$ cat config.mk
export PLATFORM = sky130hd
export DESIGN_NAME = seconds_to_seven_segment_countdown
export DESIGN_NICKNAME = d
export VERILOG_FILES = /design/src/sv/s7c_pkg.sv /design/src/sv/s7c_cell.sv /design/src/sv/s7c_clamp.sv /design/src/sv/s7c_encode.sv /design/src/sv/seconds_to_seven_segment_countdown.sv
export SDC_FILE = /design/constraint.sdc
export NUM_CORES = 2
export LEC_CHECK = 0
export ABC_AREA = 1
export CORE_ASPECT_RATIO = 0.75
export CORE_MARGIN = 3
export CORE_UTILIZATION = 45
export DETAILED_ROUTE_END_ITERATION = 12
export DONT_BUFFER_PORTS = 1
export GPL_TIMING_DRIVEN = 0
export SLEW_MARGIN = 20
export SYNTH_ARGS = -nofsm -noshare
export SYNTH_HDL_FRONTEND = slang
export SYNTH_SLANG_ARGS = --single-unit
$ cat constraint.sdc
create_clock -name aclk -period 12.85 [get_ports aclk]
set_input_delay 0.6425 -clock aclk [delete_from_list [all_inputs] [get_ports aclk]]
set_output_delay 0.6425 -clock aclk [all_outputs]
set_load 0.05 [all_outputs]
$ cat src/sv/s7c_pkg.sv
`timescale 1ns / 1ps
// Shared types, constants and constant functions for the seconds-to-seven-segment
// countdown readout. No dependencies; used by every module of the block.
package s7c_pkg;

    // Field and lane widths
    localparam int SEC_W       = 40;   // signed seconds input
    localparam int REM_W       = 39;   // magnitude of a non-negative count
    localparam int DAYQ_W      = 23;   // days quotient, 2^39 / 86400 < 2^23
    localparam int DIGIT_LIMIT = 6;    // most day digits any build can show
    localparam int XQ_W        = 4 * DIGIT_LIMIT;  // day quotient / BCD lane
    localparam int TR_W        = 17;   // seconds within a day
    localparam int TQ_W        = 16;   // packed time digit bits
    localparam int SEG_W       = 7;
    localparam int HMS_W       = 2 * SEG_W;
    localparam int CNT_W       = 3;    // day cell count register

    localparam int DIV_STAGES  = DAYQ_W;  // one quotient bit per cell
    localparam int TIME_STAGES = TQ_W;

    localparam longint SECS_PER_DAY = 86400;

    // Subtrahends of the time-of-day lane, most significant bit first:
    // hour tens (2 bits), hour units (4), minute tens (3), minute units (4),
    // second tens (3). What is left is the seconds units digit.
    localparam logic [TR_W-1:0] TIME_SUB [TIME_STAGES] = '{
        17'd72000, 17'd36000,
        17'd28800, 17'd14400, 17'd7200, 17'd3600,
        17'd2400,  17'd1200,  17'd600,
        17'd480,   17'd240,   17'd120,  17'd60,
        17'd40,    17'd20,    17'd10
    };

    localparam logic [19:0] POW10 [DIGIT_LIMIT] = '{
        20'd1, 20'd10, 20'd100, 20'd1000, 20'd10000, 20'd100000
    };

    // Largest day value per cell count (entries 0 and 7 never used)
    localparam logic [DAYQ_W-1:0] DAY_MAX [8] = '{
        23'd0, 23'd9, 23'd99, 23'd999, 23'd9999, 23'd99999, 23'd999999,
        23'd999999
    };

    // One item as it moves down the row of cells
    typedef struct packed {
        logic [REM_W-1:0] x_rem;   // dividend, later days being split to BCD
        logic [XQ_W-1:0]  x_quo;   // days quotient, later day BCD digits
        logic [TR_W-1:0]  t_rem;   // seconds within the day being split
        logic [TQ_W-1:0]  t_quo;   // time digit bits
        logic             clamped;
    } s7c_item_t;

    // Subtrahend of division cell k: 86400 shifted to quotient bit 22-k
    function automatic logic [REM_W-1:0] s7c_div_sub(input int k);
        longint v;
        v = SECS_PER_DAY << (DIV_STAGES - 1 - k);
        return REM_W'(v);
    endfunction

    // Subtrahend of BCD cell j: weight 8,4,2,1 of digit (digits-1-j/4)
    function automatic logic [REM_W-1:0] s7c_bcd_sub(input int j, input int digits);
        longint w;
        longint p;
        w = 0;
        p = 0;
        if (j < 4 * digits) begin
            w = longint'(8 >> (j % 4));
            p = longint'(POW10[digits - 1 - j / 4]);
        end
        return REM_W'(w * p);
    endfunction

    function automatic logic [TR_W-1:0] s7c_time_sub(input int j);
        logic [TR_W-1:0] v;
        v = '0;
        if (j < TIME_STAGES) begin
            v = TIME_SUB[j];
        end
        return v;
    endfunction

    // Register write value: 0 stores 1, 7 stores 6, then capped at the build limit
    function automatic logic [CNT_W-1:0] s7c_clamp_cells(input logic [CNT_W-1:0] v,
                                                         input int maxc);
        logic [CNT_W-1:0] c;
        c = v;
        if (c < 3'd1) begin
            c = 3'd1;
        end
        if (c > 3'd6) begin
            c = 3'd6;
        end
        if (c > CNT_W'(maxc)) begin
            c = CNT_W'(maxc);
        end
        return c;
    endfunction

    // Segment a in bit 0 through g in bit 6
    function automatic logic [SEG_W-1:0] s7c_seg(input logic [3:0] d);
        logic [SEG_W-1:0] s;
        case (d)
            4'd0:    s = 7'h3F;
            4'd1:    s = 7'h06;
            4'd2:    s = 7'h5B;
            4'd3:    s = 7'h4F;
            4'd4:    s = 7'h66;
            4'd5:    s = 7'h6D;
            4'd6:    s = 7'h7D;
            4'd7:    s = 7'h07;
            4'd8:    s = 7'h7F;
            4'd9:    s = 7'h6F;
            default: s = 7'h00;
        endcase
        return s;
    endfunction

endpackage

$ cat src/sv/s7c_cell.sv
`timescale 1ns / 1ps
// One restoring-subtract cell of the conversion row: each lane compares against a
// fixed subtrahend, subtracts if it fits and shifts the result bit in. Uses s7c_pkg.
module s7c_cell #(
    parameter logic [38:0] X_SUB = '0,   // zero: lane passes through
    parameter logic [16:0] T_SUB = '0
) (
    input  logic                aclk,
    input  logic                aresetn,
    input  logic                in_valid,
    output logic                in_ready,
    input  s7c_pkg::s7c_item_t  in_item,
    output logic                out_valid,
    input  logic                out_ready,
    output s7c_pkg::s7c_item_t  out_item
);
    import s7c_pkg::*;

    logic      valid_reg;
    s7c_item_t item_reg;
    s7c_item_t item_next;
    logic      x_ge;
    logic      t_ge;

    assign in_ready  = ~valid_reg | out_ready;
    assign out_valid = valid_reg;
    assign out_item  = item_reg;

    // Compare, subtract, shift in the quotient bit
    always_comb begin
        item_next = in_item;
        x_ge      = in_item.x_rem >= X_SUB;
        t_ge      = in_item.t_rem >= T_SUB;
        if (X_SUB != '0) begin
            if (x_ge) begin
                item_next.x_rem = in_item.x_rem - X_SUB;
            end
            item_next.x_quo = {in_item.x_quo[XQ_W-2:0], x_ge};
        end
        if (T_SUB != '0) begin
            if (t_ge) begin
                item_next.t_rem = in_item.t_rem - T_SUB;
            end
            item_next.t_quo = {in_item.t_quo[TQ_W-2:0], t_ge};
        end
    end

    always_ff @(posedge aclk) begin
        if (!aresetn) begin
            valid_reg <= 1'b0;
        end else if (in_ready) begin
            valid_reg <= in_valid;
        end
    end

    always_ff @(posedge aclk) begin
        if (in_ready && in_valid) begin
            item_reg <= item_next;
        end
    end

endmodule

$ cat src/sv/s7c_clamp.sv
`timescale 1ns / 1ps
// Day saturation stage between the day division and the digit split: clamps days
// to 10^cells-1 and hands the within-day seconds to the time lane. Uses s7c_pkg.
module s7c_clamp (
    input  logic                          aclk,
    input  logic                          aresetn,
    input  logic [s7c_pkg::CNT_W-1:0]     day_count,
    input  logic                          in_valid,
    output logic                          in_ready,
    input  s7c_pkg::s7c_item_t            in_item,
    output logic                          out_valid,
    input  logic                          out_ready,
    output s7c_pkg::s7c_item_t            out_item
);
    import s7c_pkg::*;

    logic              valid_reg;
    s7c_item_t         item_reg;
    s7c_item_t         item_next;
    logic [DAYQ_W-1:0] days;
    logic [DAYQ_W-1:0] day_max;
    logic              over;

    assign in_ready  = ~valid_reg | out_ready;
    assign out_valid = valid_reg;
    assign out_item  = item_reg;

    // Saturate days; remainder of the day division seeds the time lane
    always_comb begin
        days    = in_item.x_quo[DAYQ_W-1:0];
        day_max = DAY_MAX[day_count];
        over    = days > day_max;
        item_next.x_rem   = REM_W'(over ? day_max : days);
        item_next.x_quo   = '0;
        item_next.t_rem   = in_item.x_rem[TR_W-1:0];
        item_next.t_quo   = '0;
        item_next.clamped = over;
    end

    always_ff @(posedge aclk) begin
        if (!aresetn) begin
            valid_reg <= 1'b0;
        end else if (in_ready) begin
            valid_reg <= in_valid;
        end
    end

    always_ff @(posedge aclk) begin
        if (in_ready && in_valid) begin
            item_reg <= item_next;
        end
    end

endmodule

$ cat src/sv/s7c_encode.sv
`timescale 1ns / 1ps
// Output register of the readout: maps each decimal digit to its segment
// pattern and blanks day cells above the configured count. Uses s7c_pkg.
module s7c_encode #(
    parameter int MAX_DAY_CELLS = 6
) (
    input  logic                              aclk,
    input  logic                              aresetn,
    input  logic [s7c_pkg::CNT_W-1:0]         day_count,
    input  logic                              in_valid,
    output logic                              in_ready,
    input  s7c_pkg::s7c_item_t                in_item,
    output logic                              out_valid,
    input  logic                              out_ready,
    output logic [7*MAX_DAY_CELLS-1:0]        day_segments,
    output logic [s7c_pkg::HMS_W-1:0]         hour_segments,
    output logic [s7c_pkg::HMS_W-1:0]         minute_segments,
    output logic [s7c_pkg::HMS_W-1:0]         second_segments,
    output logic                              days_clamped
);
    import s7c_pkg::*;

    localparam int DAY_W = SEG_W * MAX_DAY_CELLS;

    logic             valid_reg;
    logic [DAY_W-1:0] day_reg;
    logic [DAY_W-1:0] day_next;
    logic [HMS_W-1:0] hour_reg;
    logic [HMS_W-1:0] hour_next;
    logic [HMS_W-1:0] minute_reg;
    logic [HMS_W-1:0] minute_next;
    logic [HMS_W-1:0] second_reg;
    logic [HMS_W-1:0] second_next;
    logic             clamped_reg;

    assign in_ready        = ~valid_reg | out_ready;
    assign out_valid       = valid_reg;
    assign day_segments    = day_reg;
    assign hour_segments   = hour_reg;
    assign minute_segments = minute_reg;
    assign second_segments = second_reg;
    assign days_clamped    = clamped_reg;

    // Day cells: BCD digit i sits in x_quo[4i+3:4i]; cells past day_count blank
    always_comb begin
        for (int i = 0; i < MAX_DAY_CELLS; i++) begin
            day_next[SEG_W*i +: SEG_W] = (CNT_W'(i) < day_count)
                ? s7c_seg(in_item.x_quo[4*i +: 4]) : '0;
        end
    end

    // Time digits: packed quotient bits, seconds units is the final remainder
    always_comb begin
        hour_next   = {s7c_seg({2'b00, in_item.t_quo[15:14]}),
                       s7c_seg(in_item.t_quo[13:10])};
        minute_next = {s7c_seg({1'b0, in_item.t_quo[9:7]}),
                       s7c_seg(in_item.t_quo[6:3])};
        second_next = {s7c_seg({1'b0, in_item.t_quo[2:0]}),
                       s7c_seg(in_item.t_rem[3:0])};
    end

    always_ff @(posedge aclk) begin
        if (!aresetn) begin
            valid_reg <= 1'b0;
        end else if (in_ready) begin
            valid_reg <= in_valid;
        end
    end

    always_ff @(posedge aclk) begin
        if (in_ready && in_valid) begin
            day_reg     <= day_next;
            hour_reg    <= hour_next;
            minute_reg  <= minute_next;
            second_reg  <= second_next;
            clamped_reg <= in_item.clamped;
        end
    end

endmodule

$ cat src/sv/seconds_to_seven_segment_countdown.sv
`timescale 1ns / 1ps
// Seconds-to-seven-segment countdown readout, top level. Uses s7c_pkg, s7c_cell,
// s7c_clamp and s7c_encode.
//
// Converts a signed seconds count (negative reads as zero) into "ddd hh:mm:ss"
// seven-segment patterns, segment a in bit 0. The block is a row of registered
// subtract cells: 23 cells produce the day quotient one bit each, one cell
// saturates days at 10^day_count-1 (days_clamped flags it), then
// max(4*MAX_DAY_CELLS, 16) cells split days and the time of day into decimal
// digits, and a final register encodes the segments. It takes one transfer per cycle
// unless m_ready holds the output back. Each stage holds its item while the next
// one is full, so bubbles still fill while a result waits at the output.
// Register 0 (byte address 0) is day_count, values 1..MAX_DAY_CELLS, reset min(3, MAX_DAY_CELLS);
// write it only while the block is empty.
module seconds_to_seven_segment_countdown #(
    parameter int MAX_DAY_CELLS = 6
) (
    input  logic                              aclk,
    input  logic                              aresetn,
    // configuration
    input  logic                              psel,
    input  logic                              penable,
    input  logic                              pwrite,
    input  logic [2:0]                        paddr,
    input  logic [31:0]                       pwdata,
    output logic [31:0]                       prdata,
    output logic                              pready,
    // seconds in
    input  logic                              s_valid,
    output logic                              s_ready,
    input  logic signed [s7c_pkg::SEC_W-1:0]  s_seconds_in,
    // segments out
    output logic                              m_valid,
    input  logic                              m_ready,
    output logic [7*MAX_DAY_CELLS-1:0]        m_day_segments,
    output logic [s7c_pkg::HMS_W-1:0]         m_hour_segments,
    output logic [s7c_pkg::HMS_W-1:0]         m_minute_segments,
    output logic [s7c_pkg::HMS_W-1:0]         m_second_segments,
    output logic                              m_days_clamped
);
    import s7c_pkg::*;

    localparam int BCD_STAGES = 4 * MAX_DAY_CELLS;
    localparam int SPLIT_STAGES = (BCD_STAGES > TIME_STAGES) ? BCD_STAGES : TIME_STAGES;
    localparam int CLAMP_IDX = DIV_STAGES;
    localparam int LAST_IDX = DIV_STAGES + 1 + SPLIT_STAGES;

    localparam logic REG_DAY_COUNT = 1'b0;   // register index from paddr[2]

    logic [CNT_W-1:0] day_count_reg;
    logic             cfg_write;

    s7c_item_t stage_item  [LAST_IDX+1];
    logic      stage_valid [LAST_IDX+1];
    logic      stage_ready [LAST_IDX+1];

    // Configuration register
    assign pready    = 1'b1;
    assign cfg_write = psel && penable && pwrite && (paddr[2] == REG_DAY_COUNT);
    assign prdata    = (paddr[2] == REG_DAY_COUNT) ? {29'd0, day_count_reg} : 32'd0;

    always_ff @(posedge aclk) begin
        if (!aresetn) begin
            day_count_reg <= s7c_clamp_cells(3'd3, MAX_DAY_CELLS);
        end else if (cfg_write) begin
            day_count_reg <= s7c_clamp_cells(pwdata[CNT_W-1:0], MAX_DAY_CELLS);
        end
    end

    // Input transfer: negative counts enter as zero
    always_comb begin
        stage_item[0].x_rem   = s_seconds_in[SEC_W-1] ? '0 : s_seconds_in[REM_W-1:0];
        stage_item[0].x_quo   = '0;
        stage_item[0].t_rem   = '0;
        stage_item[0].t_quo   = '0;
        stage_item[0].clamped = 1'b0;
    end
    assign stage_valid[0] = s_valid;
    assign s_ready        = stage_ready[0];

    // Day division: one quotient bit per cell
    for (genvar k = 0; k < DIV_STAGES; k++) begin : g_div
        s7c_cell #(
            .X_SUB (s7c_div_sub(k)),
            .T_SUB ('0)
        ) u_cell (
            .aclk      (aclk),
            .aresetn   (aresetn),
            .in_valid  (stage_valid[k]),
            .in_ready  (stage_ready[k]),
            .in_item   (stage_item[k]),
            .out_valid (stage_valid[k+1]),
            .out_ready (stage_ready[k+1]),
            .out_item  (stage_item[k+1])
        );
    end

    // Day saturation
    s7c_clamp u_clamp (
        .aclk      (aclk),
        .aresetn   (aresetn),
        .day_count (day_count_reg),
        .in_valid  (stage_valid[CLAMP_IDX]),
        .in_ready  (stage_ready[CLAMP_IDX]),
        .in_item   (stage_item[CLAMP_IDX]),
        .out_valid (stage_valid[CLAMP_IDX+1]),
        .out_ready (stage_ready[CLAMP_IDX+1]),
        .out_item  (stage_item[CLAMP_IDX+1])
    );

    // Digit split: day BCD lane and time-of-day lane side by side
    for (genvar j = 0; j < SPLIT_STAGES; j++) begin : g_split
        s7c_cell #(
            .X_SUB (s7c_bcd_sub(j, MAX_DAY_CELLS)),
            .T_SUB (s7c_time_sub(j))
        ) u_cell (
            .aclk      (aclk),
            .aresetn   (aresetn),
            .in_valid  (stage_valid[CLAMP_IDX+1+j]),
            .in_ready  (stage_ready[CLAMP_IDX+1+j]),
            .in_item   (stage_item[CLAMP_IDX+1+j]),
            .out_valid (stage_valid[CLAMP_IDX+2+j]),
            .out_ready (stage_ready[CLAMP_IDX+2+j]),
            .out_item  (stage_item[CLAMP_IDX+2+j])
        );
    end

    // Segment encode and output register
    s7c_encode #(
        .MAX_DAY_CELLS (MAX_DAY_CELLS)
    ) u_encode (
        .aclk            (aclk),
        .aresetn         (aresetn),
        .day_count       (day_count_reg),
        .in_valid        (stage_valid[LAST_IDX]),
        .in_ready        (stage_ready[LAST_IDX]),
        .in_item         (stage_item[LAST_IDX]),
        .out_valid       (m_valid),
        .out_ready       (m_ready),
        .day_segments    (m_day_segments),
        .hour_segments   (m_hour_segments),
        .minute_segments (m_minute_segments),
        .second_segments (m_second_segments),
        .days_clamped    (m_days_clamped)
    );

endmodule
==> results by group <==
Power
  – Static leakage: 0.0557 uW
  – Ratio of total power to cell area: 130 nW/um2
  – Cell Int Power: 16100 uW
  – Combinational cell fraction of total power: 0.8%
  – Net switching power: 3910 uW
  – Power after layout: 20000 uW
  – Proportion of power drawn by flip-flops and latches: 55.1%
  – Max rail drop VDD: 0.0966 mV
  – Clock Power Share: 44.1%
  – Proportion of total power due to net switching: 19.5%

STA
  – Final number of max-transition violations: 0
  – Final critical-path share of the clock period: 49.9%
  – Skew final: 0.0554 ns
  – Final setup violation count: 0
  – Setup repair after global routing missed its margin: false
  – FMAX: 156 MHz
  – Final-report hold violation count: 0
  – Min Tclk post-route: 6.41 ns
  – Slew margin rel.: 28.1%
  – Actual transition at the worst max-transition pin: 1.07 ns
  – Setup tns final: 0 ns

Logic synthesis
  – Instance count of the mapped netlist: 11588
  – Cell type contributing the most total cell area after synthesis: sky130_fd_sc_hd__edfxtp_1
  – Post-synthesis async set-or-reset flop share: 0%
  – Synthesized cell area: 136000 um2
  – Ys Warns: 0
  – Most instantiated library cell after synthesis: sky130_fd_sc_hd__edfxtp_1
  – Most used standard cells in the synthesized netlist: 3049 x sky130_fd_sc_hd__edfxtp_1, 1954 x sky130_fd_sc_hd__inv_1, 1702 x sky130_fd_sc_hd__nor2_1
  – Number of flops mapped to enable cells by yosys: 3049
  – Synthesized area divided by synthesized cell count: 11.8 um2
  – Top cell type's share of synthesized area: 67.2%
  – Sequential fraction of the synthesis area: 68.0%
  – Flip-flop cell with the highest count after synthesis: sky130_fd_sc_hd__edfxtp_1
  – Biggest area contributors in the synthesized netlist: sky130_fd_sc_hd__edfxtp_1 67%, sky130_fd_sc_hd__inv_1 5.4%, sky130_fd_sc_hd__xor2_1 4.9%
  – Flip-flop and latch count after synthesis: 3101
  – Synth cell types: 64

Clocking
  – Maximum buffer depth of the clock tree: 4
  – Maximum level of the CTS H-tree: 5
  – CTS Buf Count: 313
  – Number of setup buffers added after CTS: 0
  – Clock tree from TritonCTS: built
  – Clock transition at path regs: 0.06 ns
  – Cell chosen for the clock root: sky130_fd_sc_hd__clkbuf_16
  – Worst skew pair latency: 0.87 ns
  – Total number of clock tree sinks: 3101

Placed design
  – HPWL after detailed placement: 218 mm
  – Routability congestion estimate: 0.908
  – Count of buffers inserted at the top-level ports: 0

Route
  – Drt first pass iters: 8
  – Violation count after the first detailed-routing iteration: 6074
  – Overall via count from detail_route: 81759
  – Wire length per cell after detailed routing: 17.7 um
  – Number of vias per cell: 5.03
  – Total Wirelength: 287 mm
  – Antenna-violating nets left: 0
  – Residual DRC: 0

Layout
  – Area overhead of the layout relative to synthesis: 12.6%
  – Layout cells sized above 1: 5.73%
  – Flip-flop count of the largest register, all copies and words added: 1774
  – Final nets: 12267

Global routing
  – GRT Overall Usage: 18.3%
  – Antenna violations before repair: 16
  – Pin count of the biggest net entering global routing: 72
  – Number of global-route vias before repair: 80636
  – First-pass GRT wire length: 450 mm
  – Grt ovf: 0

Die
  – DIE WIDTH: 641 um
  – Chip Height: 482 um
  – CORE AREA: 300000 um2
  – Initial core utilization: 45.3%
  – FP Rows: 174
  – Die ar.: 309000 um2
  – IO Pins: 202

Setup path
  – Critical path arrival: 5.77 ns
  – Crit path kind: reg -> out
  – CP Launch Type: flip-flop
  – Critical path peak fanout: 4
  – Endpoint type of the worst setup path: output port
  – Worst Path Required: 12.21 ns
  – Cell occurring most often along the worst timing path: sky130_fd_sc_hd__nor2_4
  – Slowest library cell on the worst path: sky130_fd_sc_hd__dfxtp_1
  – Largest incremental delay on the critical path: 0.83 ns

Job
  – MaxCap Viol Count: 0

Min path
  – Class of the tightest hold or removal check: in -> reg

Outcome
  – Run status: complete, no violations
==> cells by family (layout without fill, tap and decap cells) <==
group,Yosys count,after routing,share of synthesized area (%)
AND/OR/NAND/NOR,4435,4435,14.4
flip-flops,3101,3101,68.0
buffers and inverters,2044,2699,5.72
XOR/XNOR,1195,1195,7.69
AO/OA/AOI/OAI,647,647,2.64
adder cells (fa/ha/maj),160,160,1.47
multiplexers,4,4,0.0331
other,2,53,0.00552
==> power by group through the flow <==
stage | Combinational, uW | Clock, uW | Sequential (uW)
2_1_floorplan | 108 | 0 | 11200
3_3_place_gp | 144 | 0 | 11200
3_5_place_dp | 150 | 0 | 11200
4_1_cts | 154 | 9110 | 11000
5_1_grt | 170 | 9510 | 11000
6_report | 153 | 8820 | 11000
==> path summary, 6_finish.rpt <==
| kind | startpoint | endpoint | slack, ns | cells past startpoint |
|---|---|---|---|---|
| worst max-delay path | u_encode.out_valid | s_ready | 6.44 | 25 |
| worst min-delay path | s_seconds_in[1] | g_div[0].u_cell.out_item[59] | 0.08 | 2 |
| worst max register to register | u_encode.out_valid | g_div[0].u_cell.out_valid | 7.57 | 26 |
| worst min register to register | g_div[6].u_cell.out_item[34] | g_div[7].u_cell.out_item[35] | 0.38 | 0 |
==> what timing repair did <==
action	4_1_cts	5_1_grt
hold buffers	11	0
endpoints found under the hold margin	11	0
gates resized for setup	0	0
==> area by class of cell <==
cell class / instances / area (um2)
multi-input cells: 6475 / 36100
repair buffers: 90 / 1890
diodes: 19 / 47.5
fillers: 26000 / 147000
inverters: 1963 / 7410
clock buffers: 372 / 8170
flip-flops and latches: 3101 / 92600
plain buffers: 81 / 427
well taps: 3960 / 4950
clock inverters: 193 / 1700
==> per-stage QoR <==
stage | utilization (%) | hold WS [ns] | cell area (um2) | cells | setup slack (ns)
finish | 51.0 | 0.0821 | 153000 | 16254 | 6.44
CTS | 51.0 | 0.00228 | 153000 | 16235 | 6.23
global placement | 47.0 | 0.401 | 141000 | 15580 | 5.05
detailed placement | 47.7 | 0.405 | 143000 | 15659 | 7.20
floorplan | - | 0.400 | 136000 | 11620 | 7.57
global route | 51.0 | 0.0174 | 153000 | 16253 | 5.99
==> critical path: cells and delay by family (launching register included) <==
kind             cells  cell delay, ns
AND/OR/NAND/NOR     25            4.09
flip-flops           1            0.83
==> per-layer routing <==
layer  GRT usage, %  up-vias  part of all wire [%]
met2           30.0     1915                    47
met4           4.91        2                   2.4
met1           25.6    39301                    46
li1               -    40134                     -
met3           2.66      407                   4.8
met5              0        -                0.0035
==> cell usage in the layout, fill, tap and decap left out, types with 34 or more instances in the layout <==
cell type                   instances
sky130_fd_sc_hd__a21oi_1          278
sky130_fd_sc_hd__buf_12            52
sky130_fd_sc_hd__clkbuf_1          94
sky130_fd_sc_hd__clkbuf_16        316
sky130_fd_sc_hd__clkinv_1          79
sky130_fd_sc_hd__clkinv_2          57
sky130_fd_sc_hd__conb_1            34
sky130_fd_sc_hd__dfxtp_1           52
sky130_fd_sc_hd__edfxtp_1        3049
sky130_fd_sc_hd__ha_1             160
sky130_fd_sc_hd__inv_1           1930
sky130_fd_sc_hd__nand2_1         1293
sky130_fd_sc_hd__nand3_1          382
sky130_fd_sc_hd__nand4_1          203
sky130_fd_sc_hd__nor2_1          1679
sky130_fd_sc_hd__nor2_4            34
sky130_fd_sc_hd__nor3_1           355
sky130_fd_sc_hd__nor4_1           318
sky130_fd_sc_hd__o21ai_0          225
sky130_fd_sc_hd__or2_2             57
sky130_fd_sc_hd__or4_1             35
sky130_fd_sc_hd__xnor2_1          432
sky130_fd_sc_hd__xor2_1           763
Note: power is estimated with default switching activity, not from simulation.
